--- config.mk ---
export PLATFORM = sky130hd
export DESIGN_NAME = setpoint_ramp_poly_drive
export DESIGN_NICKNAME = d
export VERILOG_FILES = /design/src/rtl/sprpd_pkg.sv /design/src/rtl/sprpd_horner.sv /design/src/rtl/setpoint_ramp_poly_drive.sv
export SDC_FILE = /design/constraint.sdc
export NUM_CORES = 2
export LEC_CHECK = 0
export ABC_AREA = 0
export BUFFER_PORTS_ARGS = -buffer_cell sky130_fd_sc_hd__buf_2
export CAP_MARGIN = 5
export CORE_MARGIN = 5
export CORE_UTILIZATION = 40
export DETAILED_ROUTE_END_ITERATION = 8
export GPL_ROUTABILITY_DRIVEN = 1
export SLEW_MARGIN = 5
export SYNTH_ARGS = -nofsm -noshare
export SYNTH_HDL_FRONTEND = slang
export SYNTH_SLANG_ARGS = --single-unit
--- constraint.sdc ---
create_clock -name clk -period 8.6 [get_ports clk]
set_clock_uncertainty 0.05 [all_clocks]
set_input_delay 0.43 -clock clk [delete_from_list [all_inputs] [get_ports clk]]
set_output_delay 0.43 -clock clk [all_outputs]
set_load 0.03 [all_outputs]
--- src/rtl/sprpd_pkg.sv ---
// Shared types, constants and the sequencer program of the setpoint ramp drive.
package sprpd_pkg;

    // Field widths.
    localparam int POS_W   = 24;
    localparam int STEP_W  = 23;
    localparam int DELAY_W = 16;
    localparam int COEF_W  = 32;
    localparam int VOLT_W  = 21;
    localparam int CFG_IDX_W = 3;
    localparam int PC_W    = 3;

    // Horner accumulator and product widths (LSB 2^-20 and 2^-42).
    localparam int ACC_W  = 37;
    localparam int PROD_W = 61;
    localparam int HALF_W = 18;

    // Saturation limit of the drive voltage, +/-10 V at LSB 2^-16.
    localparam int VOLT_MAX = 655360;

    // Register reset values.
    localparam logic [STEP_W-1:0]         STEP_SIZE_RST  = 23'd4194;
    localparam logic [DELAY_W-1:0]        STEP_DELAY_RST = 16'd10;
    localparam logic signed [COEF_W-1:0]  COEF0_RST = 32'sd27412;
    localparam logic signed [COEF_W-1:0]  COEF1_RST = -32'sd36713791;
    localparam logic signed [COEF_W-1:0]  COEF2_RST = 32'sd2006031;
    localparam logic signed [COEF_W-1:0]  COEF3_RST = 32'sd4851866;
    localparam logic signed [COEF_W-1:0]  COEF4_RST = -32'sd18884854;

    // Request opcodes.
    localparam logic OP_LOAD = 1'b0;
    localparam logic OP_TICK = 1'b1;

    // Configuration register indexes.
    typedef enum logic [CFG_IDX_W-1:0] {
        CFG_STEP_SIZE  = 3'd0,
        CFG_STEP_DELAY = 3'd1,
        CFG_COEF_ZERO  = 3'd2,
        CFG_COEF_ONE   = 3'd3,
        CFG_COEF_TWO   = 3'd4,
        CFG_COEF_THREE = 3'd5,
        CFG_COEF_FOUR  = 3'd6
    } cfg_idx_t;

    // Request and result payloads.
    typedef struct packed {
        logic                    op;
        logic signed [POS_W-1:0] target_value;
    } req_t;

    typedef struct packed {
        logic signed [VOLT_W-1:0] drive_volts;
        logic signed [POS_W-1:0]  position_now;
        logic                     final_step;
    } res_t;

    // Micro-operations of the sequencer.
    typedef enum logic [2:0] {
        UOP_GAP,
        UOP_MOVE,
        UOP_MULH,
        UOP_MULL,
        UOP_ACC,
        UOP_FIN
    } uop_t;

    // One control word: operation, conditional jump and its target.
    typedef struct packed {
        uop_t            uop;
        logic            jump;
        logic [PC_W-1:0] target;
    } ucode_t;

    // Strobes from the sequencer to the Horner datapath.
    typedef struct packed {
        logic load;
        logic mul_hi;
        logic mul_lo;
        logic add_coef;
    } dp_ctl_t;

    localparam logic [PC_W-1:0] PC_START = 3'd0;
    localparam logic [PC_W-1:0] PC_MULH  = 3'd2;

    // Sequencer program: form the gap, move, then four Horner stages.
    function automatic ucode_t ucode_rom(input logic [PC_W-1:0] pc);
        ucode_t w;
        begin
            w = '{uop: UOP_FIN, jump: 1'b0, target: PC_START};
            unique case (pc)
                3'd0:    w = '{uop: UOP_GAP,  jump: 1'b0, target: PC_START};
                3'd1:    w = '{uop: UOP_MOVE, jump: 1'b0, target: PC_START};
                3'd2:    w = '{uop: UOP_MULH, jump: 1'b0, target: PC_START};
                3'd3:    w = '{uop: UOP_MULL, jump: 1'b0, target: PC_START};
                3'd4:    w = '{uop: UOP_ACC,  jump: 1'b1, target: PC_MULH};
                default: w = '{uop: UOP_FIN,  jump: 1'b0, target: PC_START};
            endcase
            return w;
        end
    endfunction

endpackage

--- src/rtl/sprpd_horner.sv ---
// Fixed-point Horner datapath with a split multiplier and output rounding.
module sprpd_horner (
    input  logic                                      clk,
    input  logic                                      rst_n,
    input  sprpd_pkg::dp_ctl_t                        ctl,
    input  logic signed [sprpd_pkg::POS_W-1:0]        x,
    input  logic signed [sprpd_pkg::COEF_W-1:0]       coef,
    output logic signed [sprpd_pkg::VOLT_W-1:0]       volts
);

    logic signed [sprpd_pkg::ACC_W-1:0]  acc_reg;
    logic signed [sprpd_pkg::ACC_W-1:0]  acc_next;
    logic signed [sprpd_pkg::PROD_W-1:0] prod_reg;
    logic signed [sprpd_pkg::PROD_W-1:0] prod_next;

    logic signed [sprpd_pkg::ACC_W-sprpd_pkg::HALF_W-1:0] acc_hi;
    logic signed [sprpd_pkg::HALF_W:0]                     acc_lo;
    logic signed [sprpd_pkg::ACC_W+sprpd_pkg::POS_W-sprpd_pkg::HALF_W-1:0] prod_hi;
    logic signed [sprpd_pkg::HALF_W+sprpd_pkg::POS_W:0]                     prod_lo;

    logic signed [sprpd_pkg::ACC_W:0]   rnd;
    logic signed [sprpd_pkg::ACC_W-4:0] shifted;

    // Split the accumulator into a signed upper and an unsigned lower half.
    assign acc_hi  = acc_reg[sprpd_pkg::ACC_W-1:sprpd_pkg::HALF_W];
    assign acc_lo  = {1'b0, acc_reg[sprpd_pkg::HALF_W-1:0]};
    assign prod_hi = acc_hi * x;
    assign prod_lo = acc_lo * x;

    // Upper partial product first, carrying the rounding half (2^21 = 8 << 18),
    // then the lower partial product, then the scaled coefficient add.
    always_comb
    begin
        acc_next  = acc_reg;
        prod_next = prod_reg;
        if (ctl.load)
        begin
            acc_next = sprpd_pkg::ACC_W'(coef);
        end
        if (ctl.mul_hi)
        begin
            prod_next = sprpd_pkg::PROD_W'(prod_hi) + sprpd_pkg::PROD_W'(8);
        end
        if (ctl.mul_lo)
        begin
            prod_next = (prod_reg <<< sprpd_pkg::HALF_W) + sprpd_pkg::PROD_W'(prod_lo);
        end
        if (ctl.add_coef)
        begin
            acc_next = sprpd_pkg::ACC_W'(prod_reg >>> 22) + sprpd_pkg::ACC_W'(coef);
        end
    end

    always_ff @(posedge clk or negedge rst_n)
    begin
        if (!rst_n)
        begin
            acc_reg  <= '0;
            prod_reg <= '0;
        end
        else
        begin
            acc_reg  <= acc_next;
            prod_reg <= prod_next;
        end
    end

    // Round half up to LSB 2^-16 and saturate to +/-10 V.
    assign rnd     = sprpd_pkg::ACC_W'(acc_reg) + (sprpd_pkg::ACC_W+1)'(8);
    assign shifted = (sprpd_pkg::ACC_W-3)'(rnd >>> 4);

    always_comb
    begin
        if (shifted > (sprpd_pkg::ACC_W-3)'(sprpd_pkg::VOLT_MAX))
        begin
            volts = sprpd_pkg::VOLT_W'(sprpd_pkg::VOLT_MAX);
        end
        else if (shifted < -(sprpd_pkg::ACC_W-3)'(sprpd_pkg::VOLT_MAX))
        begin
            volts = -sprpd_pkg::VOLT_W'(sprpd_pkg::VOLT_MAX);
        end
        else
        begin
            volts = sprpd_pkg::VOLT_W'(shifted);
        end
    end

endmodule

--- src/rtl/setpoint_ramp_poly_drive.sv ---
// Top level: slew-rate limited setpoint ramp with a quartic drive calibration.
//
// Requests arrive on req_valid/req_stall/req_data. A request with op LOAD sets a
// new target and takes one ramp step at once; a request with op TICK counts
// down the step delay and takes a step when the delay has run out. Each step
// produces one result on res_valid/res_stall/res_data: the calibrated drive
// voltage, the new position and a flag that marks the last step of a ramp.
// A request that causes no step is absorbed in its acceptance cycle.
// A step runs a small microcoded sequencer: gap, move, then for each of four
// polynomial coefficients an upper partial product, a lower partial product
// and a coefficient add, then output. No new request is taken until the step
// has handed its result over; req_stall is high while the sequence runs.
// The result sits in an output register, so a new request is accepted while a
// result waits. If res_stall holds a result, the next step waits in its final
// cycle until the register frees. Configuration writes on cfg_valid/cfg_ready
// are always ready. The user must make them only while the block is idle; the
// block itself does not enforce this.
// Reset restores the default step size, delay and coefficients, places the
// position and target at zero and leaves the ramp idle.
module setpoint_ramp_poly_drive (
    input  logic                                  clk,
    input  logic                                  rst_n,
    input  logic                                  req_valid,
    output logic                                  req_stall,
    input  sprpd_pkg::req_t                       req_data,
    output logic                                  res_valid,
    input  logic                                  res_stall,
    output sprpd_pkg::res_t                       res_data,
    input  logic                                  cfg_valid,
    output logic                                  cfg_ready,
    input  logic [sprpd_pkg::CFG_IDX_W-1:0]       cfg_index,
    input  logic [sprpd_pkg::COEF_W-1:0]          cfg_data
);

    // Configuration registers.
    logic [sprpd_pkg::STEP_W-1:0]        step_size_reg;
    logic [sprpd_pkg::DELAY_W-1:0]       step_delay_reg;
    logic signed [sprpd_pkg::COEF_W-1:0] coef_reg [0:4];

    // Ramp state.
    logic signed [sprpd_pkg::POS_W-1:0]  position_reg, position_next;
    logic signed [sprpd_pkg::POS_W-1:0]  goal_reg, goal_next;
    logic                                ramping_reg, ramping_next;
    logic [sprpd_pkg::DELAY_W-1:0]       wait_reg, wait_next;

    // Sequencer state.
    logic                                busy_reg, busy_next;
    logic [sprpd_pkg::PC_W-1:0]          pc_reg, pc_next;
    logic [1:0]                          k_reg, k_next;
    logic signed [sprpd_pkg::POS_W:0]    gap_reg, gap_next;
    logic                                fin_reg, fin_next;

    // Output register.
    logic                                res_valid_reg, res_valid_next;
    sprpd_pkg::res_t                     res_reg, res_next;

    sprpd_pkg::ucode_t                   cw;
    sprpd_pkg::dp_ctl_t                  dp_ctl;
    logic signed [sprpd_pkg::COEF_W-1:0] coef_sel;
    logic signed [sprpd_pkg::VOLT_W-1:0] volts;
    logic [sprpd_pkg::STEP_W-1:0]        step_eff;
    logic signed [sprpd_pkg::POS_W:0]    step_s;
    logic                                req_fire;
    logic                                out_free;

    assign req_stall = busy_reg;
    assign req_fire  = req_valid && !req_stall;
    assign cfg_ready = 1'b1;
    assign res_valid = res_valid_reg;
    assign res_data  = res_reg;
    assign out_free  = !res_valid_reg || !res_stall;

    assign cw       = sprpd_pkg::ucode_rom(pc_reg);
    assign step_eff = (step_size_reg == '0) ? sprpd_pkg::STEP_W'(1) : step_size_reg;
    assign step_s   = $signed({2'b00, step_eff});
    assign coef_sel = dp_ctl.load ? coef_reg[4] : coef_reg[{1'b0, k_reg}];

    // Decode the control word into datapath strobes.
    always_comb
    begin
        dp_ctl = '0;
        if (busy_reg)
        begin
            unique case (cw.uop)
                sprpd_pkg::UOP_GAP:  dp_ctl.load     = 1'b1;
                sprpd_pkg::UOP_MULH: dp_ctl.mul_hi   = 1'b1;
                sprpd_pkg::UOP_MULL: dp_ctl.mul_lo   = 1'b1;
                sprpd_pkg::UOP_ACC:  dp_ctl.add_coef = 1'b1;
                default:             dp_ctl = '0;
            endcase
        end
    end

    sprpd_horner u_horner (
        .clk   (clk),
        .rst_n (rst_n),
        .ctl   (dp_ctl),
        .x     (position_reg),
        .coef  (coef_sel),
        .volts (volts)
    );

    // Request acceptance, sequencer stepping and the output register.
    always_comb
    begin
        position_next  = position_reg;
        goal_next      = goal_reg;
        ramping_next   = ramping_reg;
        wait_next      = wait_reg;
        busy_next      = busy_reg;
        pc_next        = pc_reg;
        k_next         = k_reg;
        gap_next       = gap_reg;
        fin_next       = fin_reg;
        res_next       = res_reg;
        res_valid_next = res_valid_reg && res_stall;

        if (req_fire)
        begin
            if (req_data.op == sprpd_pkg::OP_LOAD)
            begin
                goal_next    = req_data.target_value;
                ramping_next = 1'b1;
                busy_next    = 1'b1;
                pc_next      = sprpd_pkg::PC_START;
            end
            else if (ramping_reg)
            begin
                if (wait_reg != '0)
                begin
                    wait_next = wait_reg - sprpd_pkg::DELAY_W'(1);
                end
                else
                begin
                    busy_next = 1'b1;
                    pc_next   = sprpd_pkg::PC_START;
                end
            end
        end

        if (busy_reg)
        begin
            pc_next = pc_reg + sprpd_pkg::PC_W'(1);
            unique case (cw.uop)
                sprpd_pkg::UOP_GAP:
                begin
                    gap_next = (sprpd_pkg::POS_W+1)'(goal_reg)
                             - (sprpd_pkg::POS_W+1)'(position_reg);
                    k_next   = 2'd3;
                end
                sprpd_pkg::UOP_MOVE:
                begin
                    // Move one step toward the goal, or snap when within a step.
                    fin_next  = 1'b0;
                    wait_next = step_delay_reg;
                    if (gap_reg > step_s)
                    begin
                        position_next = position_reg + $signed({1'b0, step_eff});
                    end
                    else if (gap_reg < -step_s)
                    begin
                        position_next = position_reg - $signed({1'b0, step_eff});
                    end
                    else
                    begin
                        position_next = goal_reg;
                        ramping_next  = 1'b0;
                        fin_next      = 1'b1;
                    end
                end
                sprpd_pkg::UOP_ACC:
                begin
                    k_next = k_reg - 2'd1;
                    if (cw.jump && (k_reg != 2'd0))
                    begin
                        pc_next = cw.target;
                    end
                end
                sprpd_pkg::UOP_FIN:
                begin
                    // Hand the result over once the output register is free.
                    pc_next = pc_reg;
                    if (out_free)
                    begin
                        res_next.drive_volts  = volts;
                        res_next.position_now = position_reg;
                        res_next.final_step   = fin_reg;
                        res_valid_next        = 1'b1;
                        busy_next             = 1'b0;
                    end
                end
                default:
                begin
                    pc_next = pc_reg + sprpd_pkg::PC_W'(1);
                end
            endcase
        end
    end

    // Control state and configuration registers.
    always_ff @(posedge clk or negedge rst_n)
    begin
        if (!rst_n)
        begin
            step_size_reg  <= sprpd_pkg::STEP_SIZE_RST;
            step_delay_reg <= sprpd_pkg::STEP_DELAY_RST;
            coef_reg[0]    <= sprpd_pkg::COEF0_RST;
            coef_reg[1]    <= sprpd_pkg::COEF1_RST;
            coef_reg[2]    <= sprpd_pkg::COEF2_RST;
            coef_reg[3]    <= sprpd_pkg::COEF3_RST;
            coef_reg[4]    <= sprpd_pkg::COEF4_RST;
            position_reg   <= '0;
            goal_reg       <= '0;
            ramping_reg    <= 1'b0;
            wait_reg       <= '0;
            busy_reg       <= 1'b0;
            pc_reg         <= sprpd_pkg::PC_START;
            k_reg          <= '0;
            res_valid_reg  <= 1'b0;
        end
        else
        begin
            position_reg  <= position_next;
            goal_reg      <= goal_next;
            ramping_reg   <= ramping_next;
            wait_reg      <= wait_next;
            busy_reg      <= busy_next;
            pc_reg        <= pc_next;
            k_reg         <= k_next;
            res_valid_reg <= res_valid_next;
            if (cfg_valid && cfg_ready)
            begin
                unique case (cfg_index)
                    sprpd_pkg::CFG_STEP_SIZE:
                        step_size_reg <= cfg_data[sprpd_pkg::STEP_W-1:0];
                    sprpd_pkg::CFG_STEP_DELAY:
                        step_delay_reg <= cfg_data[sprpd_pkg::DELAY_W-1:0];
                    sprpd_pkg::CFG_COEF_ZERO:  coef_reg[0] <= $signed(cfg_data);
                    sprpd_pkg::CFG_COEF_ONE:   coef_reg[1] <= $signed(cfg_data);
                    sprpd_pkg::CFG_COEF_TWO:   coef_reg[2] <= $signed(cfg_data);
                    sprpd_pkg::CFG_COEF_THREE: coef_reg[3] <= $signed(cfg_data);
                    sprpd_pkg::CFG_COEF_FOUR:  coef_reg[4] <= $signed(cfg_data);
                    default:
                    begin
                        step_size_reg <= step_size_reg;
                    end
                endcase
            end
        end
    end

    // Payload registers.
    always_ff @(posedge clk)
    begin
        gap_reg <= gap_next;
        fin_reg <= fin_next;
        res_reg <= res_next;
    end

endmodule

Word-level counts from Yosys, hierarchy flattened
Index checks and enable logic that the tools add are counted.
{ "word_totals": {"register_bits": 439, "input_bits": 65} }
{ "op_classes": {"addsub": 11, "n_mul": 2, "magnitude_cmp": 5, "eq_ne": 18, "n_mux": 49, "n_bitwise": 2, "n_reduce_logical": 31} }
{ "op_table": {"columns": ["cell", "n"], "rows": [
  ["2-to-1 mux 59 bit", 2],
  ["binary-select mux 32 bit (select 3 bit)", 1],
  ["2-to-1 mux 16 bit", 6],
  ["2-to-1 mux 32 bit", 3],
  ["multiplier 19 x 24 -> 43 bit", 2],
  ["2-to-1 mux 37 bit", 2],
  ["adder 59 x 43 -> 59 bit", 1],
  ["2-to-1 mux 24 bit", 2],
  ["adder 43 x 5 -> 44 bit (second input constant)", 1],
  ["adder 37 x 5 -> 38 bit (second input constant)", 1],
  ["adder 37 x 32 -> 37 bit", 1],
  ["case mux 7 bit (5 select lines)", 1],
  ["> comparator 34 x 21 -> 1 bit (second input constant)", 1],
  ["< comparator 34 x 21 -> 1 bit (second input constant)", 1],
  ["> comparator 25 x 24 -> 1 bit", 1],
  ["< comparator 25 bit", 1],
  ["negator 23 -> 25 bit", 1],
  ["subtractor 24 x 24 -> 25 bit", 1],
  ["adder 24 bit", 1],
  ["subtractor 24 bit", 1],
  ["zero test 23 bit", 1],
  ["2-to-1 mux 23 bit", 1],
  ["AND reduction 2 bit", 11],
  ["2-to-1 mux 1 bit", 21],
  ["26 further kinds", 53]
]} }

Logic depth before layout (Yosys ltp)
{ "logic_depth": {"ltp_word": 8, "mapped_depth": 30} }

By module
A second synthesis with hierarchy kept.
{ "hier_totals": {"hier_cells": 6468, "hier_area_um2": 61029.8} }
{ "by_module_without_submodules": {"columns": ["mod", "instances", "cells_each", "area_each_um2"], "rows": [
  ["sprpd_horner", 1, 4726, 41820.1],
  ["setpoint_ramp_poly_drive", 1, 1742, 19209.7]
]} }

Least setup slack after synthesis
OpenSTA, ideal clock, no wires.
{ "synth_timing": {"kind": "reg-to-reg", "start": "reg position_reg[23] in the netlist's numbering", "end": "reg u_horner.prod_reg[58] in the netlist's numbering", "setup_time_ns": 0.126, "arrival_time_ns": 7.321, "setup_slack_ns": 1.103, "path_stages_with_launch": 21, "path_cell_list": "dfrtp_1 > clkbuf_1 > clkbuf_1 > nand2_1 > fa_1 > fa_1 > fa_1 > fa_1 > fa_1 > fa_1 > inv_1 > fa_1 > ha_1 > and4_1 > nand2_1 > o21ai_0 > a41oi_4 > o2111ai_1 > a41oi_2 > xnor2_1 > a221o_1"} }
{ "synth_between": {"elab_chain_len": 4, "elab_cells_between_ends": 6} }
{ "synth_rtl": {"columns": ["element", "line", "rtl"], "rows": [
  ["start: declaration", "setpoint_ramp_poly_drive.sv:41", "logic signed [sprpd_pkg::POS_W-1:0] position_reg, position_next;"],
  ["start signal: assignment", "setpoint_ramp_poly_drive.sv:223", "position_reg <= position_next;"],
  ["multiplier 19 x 24 -> 43 bit", "sprpd_horner.sv:27", "assign prod_hi = acc_hi * x;"],
  ["adder 43 x 5 -> 44 bit", "sprpd_horner.sv:42", "prod_next = sprpd_pkg::PROD_W'(prod_hi) + sprpd_pkg::PROD_W'(8);"],
  ["2-to-1 mux 59 bit", "sprpd_horner.sv:40", "if (ctl.mul_hi)"],
  ["2-to-1 mux 59 bit (*)", "sprpd_horner.sv:44", "if (ctl.mul_lo)"],
  ["end signal: assignment", "sprpd_horner.sv:64", "prod_reg <= prod_next;"],
  ["end: declaration", "sprpd_horner.sv:13", "logic signed [sprpd_pkg::PROD_W-1:0] prod_reg;"]
]} }
Every way passes the cells marked *; elsewhere a longest branch is shown, timed or not. The select of a mux whose other input is x is not followed.
A chain may end at the register's enable or synchronous reset.

Worst setup path in the final report
{ "layout_timing": {"start": "reg u_horner.acc_reg[6] in the netlist's numbering", "end": "reg u_horner.prod_reg[55] in the netlist's numbering"} }
{ "layout_between": {"elab_chain_len": 3} }
{ "layout_rtl": {"columns": ["element", "line", "rtl"], "rows": [
  ["start: declaration", "sprpd_horner.sv:11", "logic signed [sprpd_pkg::ACC_W-1:0] acc_reg;"],
  ["start signal: assignment", "sprpd_horner.sv:63", "acc_reg <= acc_next;"],
  ["multiplier 19 x 24 -> 43 bit", "sprpd_horner.sv:28", "assign prod_lo = acc_lo * x;"],
  ["adder 59 x 43 -> 59 bit", "sprpd_horner.sv:46", "prod_next = (prod_reg <<< sprpd_pkg::HALF_W) + sprpd_pkg::PROD_W'(prod_lo);"],
  ["2-to-1 mux 59 bit", "sprpd_horner.sv:44", null]
]} }
Every way passes these cells.

==> results.toml <==
[cts]
numClockSinks = 439
cts.repair.resized = 0
cts_buffer_depth = 3
cts.hold.buffers_added = 35
tritoncts = "done"
cts_max_level = 2
path_clk_slew_ps = 60
root_buffer = "clkbuf_16"
numCtsBuffers = 54
clk_latency_ps = 680
post-cts-setup-buffers = 0

[synth]
yosys_register_bits = 439
synth_top_area_share_pct = 31.3
synth_common_cells = "inv_1 (1132), fa_1 (942), nand2_1 (814)"
ys_warn_count = 0
synth_area_per_cell_um2 = 9.46
netlist_area_mm2 = 0.0603
yosysSeqAreaShare_pct = 19.0
synth-edff-count = 72
synth-main-ff-cell = "dfrtp_1"
netlist_instances = 6374
synthTopCellsByArea = "fa_1 (31%), dfrtp_1 (12%), ha_1 (8.9%)"
syn_nets = 7812
yosysMostFrequentCell = "inv_1"
yosysTopAreaCell = "fa_1"
async_flop_share_pct = 83.6
yosys.cell_types.count = 101

[job]
cap_violations = 1

[detailed_routing]
vias = 44900
wl_per_cell_um = 21.1
dr.pass1.iters = 8
wl_um = 179000
ant_nets = 0
drc = 0
routed_via_density = 5.30
drt_iter0_markers = 3315

[run_status]
status = "finished, violations left"
violations = "capacitance limit"

[finish]
nets = 7842
final_area_mm2 = 0.0659
largest_reg_flops = 160
area_delta_synth_final_pct = 9.35
seq_area_mm2 = 0.0114
layout-drive-gt1-share_pct = 11.6
fillers = 14400
multiInputGateArea_mm2 = 0.0434

[global_route]
grt_util_all_layers_pct = 23.0
overflow = 0
grt_pass1_vias = 47100
grt_pass1_wl_um = 281000
grt_max_degree = 146
antenna_found_initial = 8

[sta]
rsz0062_at_grt = "false"
hold_viol = 0
worst_pin_slew_ps = 1480
setup_viol = 0
max_freq_mhz = 119
finalSetupTns_ps = 0
fin_crit_sh_pct = 97.5
min_period_ps = 8390
maxSlewHeadroom_pct = 0.465
finalMaxSlewViolations = 0

[worst_setup_path]
max_stage_delay_ps = 1080
worstPathArrival_ps = 8890
crit_slowest_cell = "dfrtp_1"
endpoint_kind = "flip-flop"
path_class = "flip-flop to flip-flop"
cp-start-kind = "flip-flop"
worstPathRequired_ps = 9100
worst-path-buf-inv = 3
crit_top_cell = "fa_1"
cp_top_family = "adder cells"
critPathMaxFanout = 30
path_cells = "and2_1 > fa_1 > inv_1 > fa_1 > fa_1 > inv_1 > fa_1 > fa_1 > fa_1 > ha_1 > ha_1 > and3_1 > nand4_1 > or3_1 > a211oi_1 > nor2_1 > buf_4 > o31a_1 > nor3b_1 > nor2_1 > o21ai_1 > a21oi_1 > xnor2_1 > a311o_2"

[placed_design]
gp_congestion = 0.933
dpl_cell_area_mm2 = 0.0637
dp_hpwl_um = 143000
io_buffers = 112

[floorplanning]
core-area_mm2 = 0.150
start_util_pct = 40.3
die_h_um = 398
ios = 114
die_w_um = 398
design.die.area_mm2 = 0.159
core.rowCount = 142

[min_path]
min_path_type = "input port to flip-flop"
## worst paths after layout
| check | start | end | slack (ps) | cells past startpoint |
|---|---|---|---|---|
| worst max-delay path | u_horner.acc_reg[6]$_DFFE_PN0P_ | u_horner.prod_reg[55]$_DFFE_PN0P_ | 210 | 24 |
| worst min-delay path | cfg_data[18] | step_size_reg[18]$_DFFE_PN0P_ | 60 | 3 |
| worst max register to register | u_horner.acc_reg[6]$_DFFE_PN0P_ | u_horner.prod_reg[55]$_DFFE_PN0P_ | 210 | 24 |
| worst min register to register | fin_reg$_SDFFCE_PP0P_ | res_data[0]$_DFFE_PP_ | 370 | 0 |
| max in group asynchronous | rst_n | u_horner.acc_reg[19]$_DFFE_PN0P_ | 6520 | 3 |
| min in group asynchronous | rst_n | goal_reg[17]$_DFFE_PN0P_ | 420 | 2 |
## routing by layer
metal  wire [µm]  up-vias  track usage, %  part of all wire (%)
li1            -    20200               -                     -
met3       13400      274            3.85                   7.5
met4        5520        2            6.03                   3.1
met5           7        -               0                0.0039
met2       83300     1443            37.5                    47
met1       76800    23000            31.9                    43
## kinds of logic after synthesis
| logic type | count (synthesis) | share of synthesized area (%) |
|---|---|---|
| AND/OR/NAND/NOR | 1766 | 13.9 |
| other | 2 | 0.0125 |
| adder cells (fa/ha/maj) | 1373 | 40.2 |
| XOR/XNOR | 200 | 2.90 |
| buffers and inverters | 1476 | 9.22 |
| AO/OA/AOI/OAI | 852 | 9.29 |
| multiplexers | 266 | 5.49 |
| flip-flops | 439 | 19.0 |
## final cells by class
class | instances | share of cell area (%)
inverters | 1135 | 6.46
clock inverters | 28 | 0.558
diodes | 2 | 0.00759
repair buffers | 315 | 3.73
flip-flops and latches | 439 | 17.4
well taps | 2016 | 3.83
multi-input cells | 4459 | 65.8
clock buffers | 73 | 2.31
## cells in the final DEF, fill, tap and decap left out, drive strengths merged, types with 107 or more instances in the layout
cell	count
nor2	229
a21oi	220
and2	400
o21ai	222
dfrtp	292
fa	942
a21o	107
xnor2	136
nand2	814
buf	279
inv	1139
mux2	198
ha	431
## worst min-delay path, cell delays in order
cell,delay (ps)
buf_2,160
nand2_1,70
o21ai_0,70
## metrics by stage
stage / utilization (%) / worst slack, ps / cells / hold WS [ps]
6_report: 44.0 / 213 / 8467 / 64.1
3_3_place_gp: 42.5 / 489 / 8327 / 359
2_1_floorplan: - / 1100 / 6374 / 84.4
5_1_grt: 44.0 / 46.4 / 8465 / 48.6
4_1_cts: 44.0 / 388 / 8463 / 4.93
3_5_place_dp: 42.5 / 399 / 8327 / 356
Power is not shown: default switching activity piles up to over one toggle a cycle in this logic, so the estimate is an artifact.
